===== config.mk =====
export PLATFORM = sky130hd
export DESIGN_NAME = zoned_time_to_utc
export DESIGN_NICKNAME = d
export VERILOG_FILES = /design/src/hw/rtl/ztu_pkg.sv /design/src/hw/rtl/ztu_convert.sv /design/src/hw/rtl/zoned_time_to_utc.sv
export SDC_FILE = /design/constraint.sdc
export NUM_CORES = 1
export LEC_CHECK = 0
export BUFFER_PORTS_ARGS = -buffer_cell sky130_fd_sc_hd__buf_2
export CORE_ASPECT_RATIO = 0.8
export CORE_MARGIN = 2
export CORE_UTILIZATION = 30
export DETAILED_ROUTE_END_ITERATION = 10
export GPL_TIMING_DRIVEN = 1
export MAX_ROUTING_LAYER = met4
export PLACE_DENSITY_LB_ADDON = 0.1
export REMOVE_ABC_BUFFERS = 1
export SLEW_MARGIN = 20
export SYNTH_ARGS = -nofsm -noshare
export SYNTH_HDL_FRONTEND = slang
export SYNTH_SLANG_ARGS = --single-unit

===== constraint.sdc =====
create_clock -name clk -period 9.8 [get_ports clk]
set_input_delay 0.49 -clock clk [delete_from_list [all_inputs] [get_ports clk]]
set_output_delay 0.49 -clock clk [all_outputs]
set_load 0.01 [all_outputs]

===== src/hw/rtl/ztu_pkg.sv =====
// Shared types, constants and calendar functions for the zoned time to UTC converter.
`timescale 1ns / 1ps

package ztu_pkg;

  // Zone sign codes. The unused code 3 behaves like a positive offset.
  localparam logic [1:0] ZONE_UTC   = 2'd0;
  localparam logic [1:0] ZONE_MINUS = 2'd2;

  localparam logic [3:0] MONTHS_PER_YEAR = 4'd12;

  // Divisibility by 25 on a 16-bit year: multiply by the inverse of 25 modulo 2^16.
  // The low 16 bits of the product stay at or below 65535 / 25 exactly when
  // the year is a multiple of 25.
  localparam logic [15:0] DIV25_INV = 16'd23593;
  localparam logic [15:0] DIV25_MAX = 16'd2621;

  typedef struct packed {
    logic [15:0] year;
    logic [3:0]  month;
    logic [4:0]  day;
    logic [4:0]  hour;
    logic [5:0]  minute;
    logic [1:0]  zone_sign;
    logic [4:0]  zone_hours;
    logic [5:0]  zone_minutes;
  } ztu_in_t;

  typedef struct packed {
    logic [15:0] year;
    logic [3:0]  month;
    logic [4:0]  day;
    logic [4:0]  hour;
    logic [5:0]  minute;
    logic        converted;
  } ztu_out_t;

  typedef struct packed {
    logic [15:0] year;
    logic [3:0]  month;
    logic [4:0]  day;
  } date_t;

  // Month length; months outside 1..12 count as 31 days.
  function automatic logic [4:0] days_in(input logic [3:0] month, input logic leap);
    logic [4:0] len;
    unique case (month)
      4'd2: begin
        len = leap ? 5'd29 : 5'd28;
      end
      4'd4, 4'd6, 4'd9, 4'd11: begin
        len = 5'd30;
      end
      default: begin
        len = 5'd31;
      end
    endcase
    return len;
  endfunction

  // One day forward. Leap status of the starting year is enough: a year
  // carry always lands in January.
  function automatic date_t step_fwd(input date_t d, input logic leap);
    date_t      r;
    logic [5:0] day_inc;
    r       = d;
    day_inc = {1'b0, d.day} + 6'd1;
    if (day_inc > {1'b0, days_in(d.month, leap)}) begin
      r.day = 5'd1;
      if (d.month >= MONTHS_PER_YEAR) begin
        r.month = 4'd1;
        r.year  = d.year + 16'd1;
      end else begin
        r.month = d.month + 4'd1;
      end
    end else begin
      r.day = day_inc[4:0];
    end
    return r;
  endfunction

  // One day back. A year borrow lands in December, where leap status does
  // not matter.
  function automatic date_t step_back(input date_t d, input logic leap);
    date_t r;
    r = d;
    if (d.day > 5'd1) begin
      r.day = d.day - 5'd1;
    end else begin
      if (d.month > 4'd1) begin
        r.month = d.month - 4'd1;
      end else begin
        r.month = MONTHS_PER_YEAR;
        r.year  = d.year - 16'd1;
      end
      r.day = days_in(r.month, leap);
    end
    return r;
  endfunction

endpackage


===== src/hw/rtl/ztu_convert.sv =====
// Combinational conversion of one zoned date and time to UTC.
`timescale 1ns / 1ps

module ztu_convert (
  input  ztu_pkg::ztu_in_t  item,
  output ztu_pkg::ztu_out_t result
);
  import ztu_pkg::*;

  logic              minus;
  logic signed [7:0] min_raw;
  logic signed [7:0] min_fix;
  logic signed [2:0] min_carry;
  logic signed [7:0] hour_raw;
  logic signed [7:0] hour_fix;
  logic signed [2:0] day_shift;
  logic [15:0]       div25_prod;
  logic              div25;
  logic              leap;
  date_t             d0;
  date_t             f1;
  date_t             f2;
  date_t             b1;
  date_t             b2;
  date_t             dsel;

  assign minus = (item.zone_sign == ZONE_MINUS);

  // The offset is split into a minute part and an hour part; the minute part
  // is normalized first and its carry folds into the hour part.
  always_comb begin
    if (minus) begin
      min_raw = $signed({2'b00, item.minute}) + $signed({2'b00, item.zone_minutes});
    end else begin
      min_raw = $signed({2'b00, item.minute}) - $signed({2'b00, item.zone_minutes});
    end
    priority if (min_raw < -8'sd60) begin
      min_fix   = min_raw + 8'sd120;
      min_carry = -3'sd2;
    end else if (min_raw < 8'sd0) begin
      min_fix   = min_raw + 8'sd60;
      min_carry = -3'sd1;
    end else if (min_raw >= 8'sd120) begin
      min_fix   = min_raw - 8'sd120;
      min_carry = 3'sd2;
    end else if (min_raw >= 8'sd60) begin
      min_fix   = min_raw - 8'sd60;
      min_carry = 3'sd1;
    end else begin
      min_fix   = min_raw;
      min_carry = 3'sd0;
    end
  end

  always_comb begin
    if (minus) begin
      hour_raw = $signed({3'b000, item.hour}) + $signed({3'b000, item.zone_hours})
               + $signed({{5{min_carry[2]}}, min_carry});
    end else begin
      hour_raw = $signed({3'b000, item.hour}) - $signed({3'b000, item.zone_hours})
               + $signed({{5{min_carry[2]}}, min_carry});
    end
    priority if (hour_raw < -8'sd24) begin
      hour_fix  = hour_raw + 8'sd48;
      day_shift = -3'sd2;
    end else if (hour_raw < 8'sd0) begin
      hour_fix  = hour_raw + 8'sd24;
      day_shift = -3'sd1;
    end else if (hour_raw >= 8'sd48) begin
      hour_fix  = hour_raw - 8'sd48;
      day_shift = 3'sd2;
    end else if (hour_raw >= 8'sd24) begin
      hour_fix  = hour_raw - 8'sd24;
      day_shift = 3'sd1;
    end else begin
      hour_fix  = hour_raw;
      day_shift = 3'sd0;
    end
  end

  // Gregorian leap year: a multiple of 4 that is not a multiple of 100,
  // or a multiple of 400 (a multiple of 25 and of 16).
  assign div25_prod = 16'(item.year * DIV25_INV);
  assign div25      = (div25_prod <= DIV25_MAX);
  assign leap       = (item.year[1:0] == 2'b00) && (!div25 || (item.year[3:0] == 4'b0000));

  assign d0 = '{year: item.year, month: item.month, day: item.day};
  assign f1 = step_fwd(d0, leap);
  assign f2 = step_fwd(f1, leap);
  assign b1 = step_back(d0, leap);
  assign b2 = step_back(b1, leap);

  always_comb begin
    unique case (day_shift)
      -3'sd2:  dsel = b2;
      -3'sd1:  dsel = b1;
      3'sd1:   dsel = f1;
      3'sd2:   dsel = f2;
      default: dsel = d0;
    endcase
  end

  always_comb begin
    if (item.zone_sign == ZONE_UTC) begin
      result.year      = item.year;
      result.month     = item.month;
      result.day       = item.day;
      result.hour      = item.hour;
      result.minute    = item.minute;
      result.converted = 1'b0;
    end else begin
      result.year      = dsel.year;
      result.month     = dsel.month;
      result.day       = dsel.day;
      result.hour      = hour_fix[4:0];
      result.minute    = min_fix[5:0];
      result.converted = 1'b1;
    end
  end

endmodule


===== src/hw/rtl/zoned_time_to_utc.sv =====
// Top level of the zoned time to UTC converter: stream ports and the two register stages.
`timescale 1ns / 1ps

// Converts a civil date and time carrying a zone offset into UTC. Each item
// on the slave side holds a date, a time of day and a zone (sign code on
// s_tuser, offset hours and minutes in s_tdata); the offset is subtracted
// from the time of day and the date moves by whole days across midnight,
// with month and year carries and Gregorian leap years. A sign code of zero
// marks the time as already UTC: the item passes through unchanged and the
// converted flag on m_tuser is low. Sign code 3 acts as a positive offset.
// Years wrap modulo 65536. The block takes one item per clock cycle while the
// output is not stalled by m_tready; each accepted item is held first in the
// input register and then in the result register, with the whole conversion
// done by the logic between them. A stage loads whenever it is empty or its
// item moves on in the same cycle. While a finished result waits on m_tready,
// the input register can still take one more item; once both registers are
// full, s_tready follows m_tready within the same cycle.
module zoned_time_to_utc (
  input  logic        clk,
  input  logic        rst,
  input  logic        s_tvalid,
  output logic        s_tready,
  // From bit 0: year_in[15:0], month_in[19:16], day_in[24:20], hour_in[29:25],
  // minute_in[35:30], zone_hours[40:36], zone_minutes[46:41], zero pad [47].
  input  logic [47:0] s_tdata,
  // zone_sign[1:0].
  input  logic [1:0]  s_tuser,
  output logic        m_tvalid,
  input  logic        m_tready,
  // From bit 0: year_out[15:0], month_out[19:16], day_out[24:20],
  // hour_out[29:25], minute_out[35:30], zero pad [39:36].
  output logic [39:0] m_tdata,
  // converted[0].
  output logic [0:0]  m_tuser
);
  import ztu_pkg::*;

  ztu_in_t  in_item;
  ztu_in_t  in_q;
  logic     in_valid;
  ztu_out_t conv_result;
  ztu_out_t out_q;
  logic     out_valid;
  logic     adv_out;
  logic     adv_in;

  assign in_item.year         = s_tdata[15:0];
  assign in_item.month        = s_tdata[19:16];
  assign in_item.day          = s_tdata[24:20];
  assign in_item.hour         = s_tdata[29:25];
  assign in_item.minute       = s_tdata[35:30];
  assign in_item.zone_sign    = s_tuser;
  assign in_item.zone_hours   = s_tdata[40:36];
  assign in_item.zone_minutes = s_tdata[46:41];

  // A stage may load when it is empty or when its item moves on this cycle.
  assign adv_out  = !out_valid || m_tready;
  assign adv_in   = !in_valid || adv_out;
  assign s_tready = adv_in;

  always_ff @(posedge clk) begin
    if (rst) begin
      in_valid  <= 1'b0;
      out_valid <= 1'b0;
    end else begin
      if (adv_in) begin
        in_valid <= s_tvalid;
      end
      if (adv_out) begin
        out_valid <= in_valid;
      end
    end
  end

  always_ff @(posedge clk) begin
    if (adv_in && s_tvalid) begin
      in_q <= in_item;
    end
    if (adv_out && in_valid) begin
      out_q <= conv_result;
    end
  end

  ztu_convert u_convert (
    .item   (in_q),
    .result (conv_result)
  );

  assign m_tvalid = out_valid;
  assign m_tdata  = {4'b0000, out_q.minute, out_q.hour, out_q.day, out_q.month, out_q.year};
  assign m_tuser  = out_q.converted;

  // A converted result always carries a normalized time of day.
  assert property (@(posedge clk) disable iff (rst)
    (m_tvalid && m_tuser[0]) |-> (m_tdata[29:25] < 5'd24 && m_tdata[35:30] < 6'd60))
    else $error("converted result has a time of day out of range");

  // An accepted item occupies the input register on the next cycle.
  assert property (@(posedge clk) disable iff (rst)
    (s_tvalid && s_tready) |=> in_valid)
    else $error("accepted item lost before the input register");

  // An item leaving the input register shows up as a result.
  assert property (@(posedge clk) disable iff (rst)
    (in_valid && adv_out) |=> m_tvalid)
    else $error("item lost between the input and result registers");

endmodule

==> impl_metrics.json <==
{
  "outcome": "finished clean",
  "worstMarginPinSlew_ns": 1.01,
  "synth_top_cell_area_share_pct": 24.6,
  "required_ns": 9.89,
  "cpMostUsedCell": "ha_1",
  "finalClockSkew_ns": 0.00959,
  "regArea_um2": 2620,
  "fin_setup_tns_ns": 0,
  "fin_util_pct": 35.1,
  "synthToLayoutAreaGrowth_pct": 15.8,
  "ys.warnings.count": 0,
  "worstSetupPathType": "reg -> reg",
  "finalHoldViolCount": 0,
  "ys_ff_latch": 88,
  "die_w_um": 213,
  "yosysUniqueCellTypes": 95,
  "crit_family": "adder cells",
  "die_y_um": 171,
  "numPlacedInstances": 1789,
  "rrSetupSlack_ns": 0.59,
  "fillers": 3695,
  "path_buf_inv": 7,
  "synthArstFlopShare_pct": 0,
  "drive_above_1_share_pct": 16.9,
  "synth_top_cell_by_area": "edfxtp_1",
  "final-instance-count-excl-fill": 1807,
  "cpMaxStageDelayCell": "fa_1",
  "synth_area_leaders": "edfxtp_1, ha_1, xnor2_1",
  "synth_top_family_by_area": "compound AO/OA/AOI/OAI gates",
  "ir_drop_uv": 89.5,
  "cp-end-kind": "flip-flop",
  "grt_pass1_wl_um": 52100,
  "root_buffer": "clkbuf_16",
  "fmax_mhz": 109,
  "vias": 9419,
  "drc": 0,
  "period_needed_ns": 9.21,
  "insertion_delay_ns": 0.38,
  "grt-ovfl-total": 0,
  "ant_nets": 0,
  "synth_xor_area_share_pct": 8.17,
  "portBuffers": 91,
  "cts_tree": "done",
  "finalPower_mw": 2.25,
  "max_stage_delay_ns": 0.54,
  "first_pass_iters": 5,
  "slew_viol_final": 0,
  "total_leakage_power_nw": 4.96,
  "die_area_um2": 36500,
  "avgSynthCellArea_um2": 8.64,
  "synth_area_um2": 10500,
  "worstSetupStartpointType": "flip-flop",
  "grt_usage_pct": 19.2,
  "multiInputGateArea_um2": 7330,
  "synthCells": 1215,
  "initial_core_util_pct": 30.3,
  "via_per_inst": 5.21,
  "wire_per_inst_um": 18.5,
  "htreeDepth": 3,
  "yosysMostFrequentCell": "ha_1",
  "synth_mux_area_share_pct": 0.786,
  "grt_setup_unrepaired": "no",
  "critPathMaxFanout": 11,
  "cts_made_buffers": 9,
  "critPathArrivalTime_ns": 9.30,
  "met2_usage_pct": 28.3,
  "grt_pass1_vias": 9020,
  "clkSinkCount": 88,
  "path_clk_slew_ns": 0.08,
  "synthTopCellsByCount": "ha_1, inv_1, nor2_1, nand2_1, edfxtp_1",
  "synth_enable_flop_cells": 86,
  "ys.flop_type": "edfxtp_1",
  "synth-simple-area-share_pct": 19.0,
  "synth-compound-area-share_pct": 20.6,
  "use_met1_pct": 27.7,
  "core_um2": 34700,
  "antenna_found_initial": 1,
  "ios": 97,
  "row_count": 61,
  "yosysSeqAreaShare_pct": 25.0,
  "grt_max_degree": 50,
  "finalCritPeriodShare_pct": 94.0,
  "initialDrtViolationCount": 676,
  "clk_path_buf_depth": 2,
  "top_usage_layer": "met2",
  "hold_path_class": "in -> reg",
  "yosys.area_share.adder_pct": 20.3,
  "grtUsageMet3_pct": 3.27,
  "hpwl_um": 25600,
  "finalNetCount": 1539,
  "timing.final.ws_setup_ns": 0.592,
  "cellPowerDensity_nw_per_um2": 185,
  "drt_wl_total_um": 33500,
  "slew_headroom_pct": 32.5,
  "gp_congestion": 0.852,
  "maxCapViolCount": 0,
  "preCtsSetupSlack_ns": 0.292,
  "setup_viol": 0
}
## report_power, final
group	internal (mW)	leakage, nW	total, mW	switching (mW)
Clock	0.175	0.138	0.348	0.173
Combinational	0.539	3.98	1.38	0.843
Sequential	0.489	0.843	0.516	0.0265
Total	1.20	4.96	2.25	1.04
## area by class of cell
cell class                      count  share of cell area, %
Sequential cell                    88                   21.6
Clock buffer                        9                   1.85
Tap cell                          472                   4.86
Antenna cell                        1                 0.0206
Multi-Input combinational cell    970                   60.3
Clock inverter                      7                  0.453
Inverter                          105                   3.24
Timing Repair Buffer              155                   7.70
## per-layer routing
layer / vias to the layer above / part of all wire, %
li1: 4659 / -
met1: 4520 / 51
met2: 218 / 43
met3: 22 / 4.6
met4: 0 / 1.0
met5: - / 0
## timing repair
action	in CTS	in global routing
endpoints found under the setup margin	0	22
hold endpoints to repair	0	0
hold buffers	0	0
resized for setup	0	16
setup buffers	0	1
## placed cells by master (no fill, tap or decap), types with 5 or more instances in the layout
cell type	n
a21oi_1	77
o221ai_1	6
nor2_1	96
ha_1	132
fa_1	24
a21o_1	9
xor2_1	26
o21ai_0	60
mux2i_1	6
nor2b_1	9
and2_1	13
o31ai_1	8
a211oi_1	14
nand4_1	18
o211ai_1	6
clkbuf_16	9
and3_1	15
nand2_1	93
o21a_1	6
nand2b_1	17
nand3_1	29
or3_1	7
o2111ai_1	8
a21oi_2	5
nor4_1	15
buf_2	91
or2_2	6
nor3_1	23
o22ai_1	18
o21ai_1	9
inv_1	99
buf_4	64
edfxtp_1	86
a22oi_1	5
a31oi_1	24
xnor2_1	72
## registers in the layout, summed over array words and instances, names as in the netlist
name      cells
in_q         49
m_tdata      36
in_valid      1
m_tuser       1
m_tvalid      1
## final timing paths
path | from | endpoint | cells after the start
worst max register to register | in_q[35] | m_tdata[14] | 39
worst min register to register | in_valid | m_tvalid | 2
worst max-delay path | in_q[35] | m_tdata[14] | 39
worst min-delay path | rst | m_tvalid | 2
## stage by stage
| step | instance area (µm²) | hold slack [ns] |
|---|---|---|
| 5_1_grt | 12200 | 0.255 |
| 3_3_place_gp | 11800 | 0.516 |
| 2_1_floorplan | 10300 | 0.478 |
| 4_1_cts | 12100 | 0.250 |
| 3_5_place_dp | 11800 | 0.522 |
| 6_report | 12200 | 0.277 |
## kinds of logic after synthesis
kind of cell | count (synthesis)
adder cells (fa/ha/maj) | 156
AO/OA/AOI/OAI | 323
flip-flops | 88
buffers and inverters | 160
AND/OR/NAND/NOR | 381
multiplexers | 8
other | 1
XOR/XNOR | 98
Note: power is estimated with default switching activity, not from simulation.
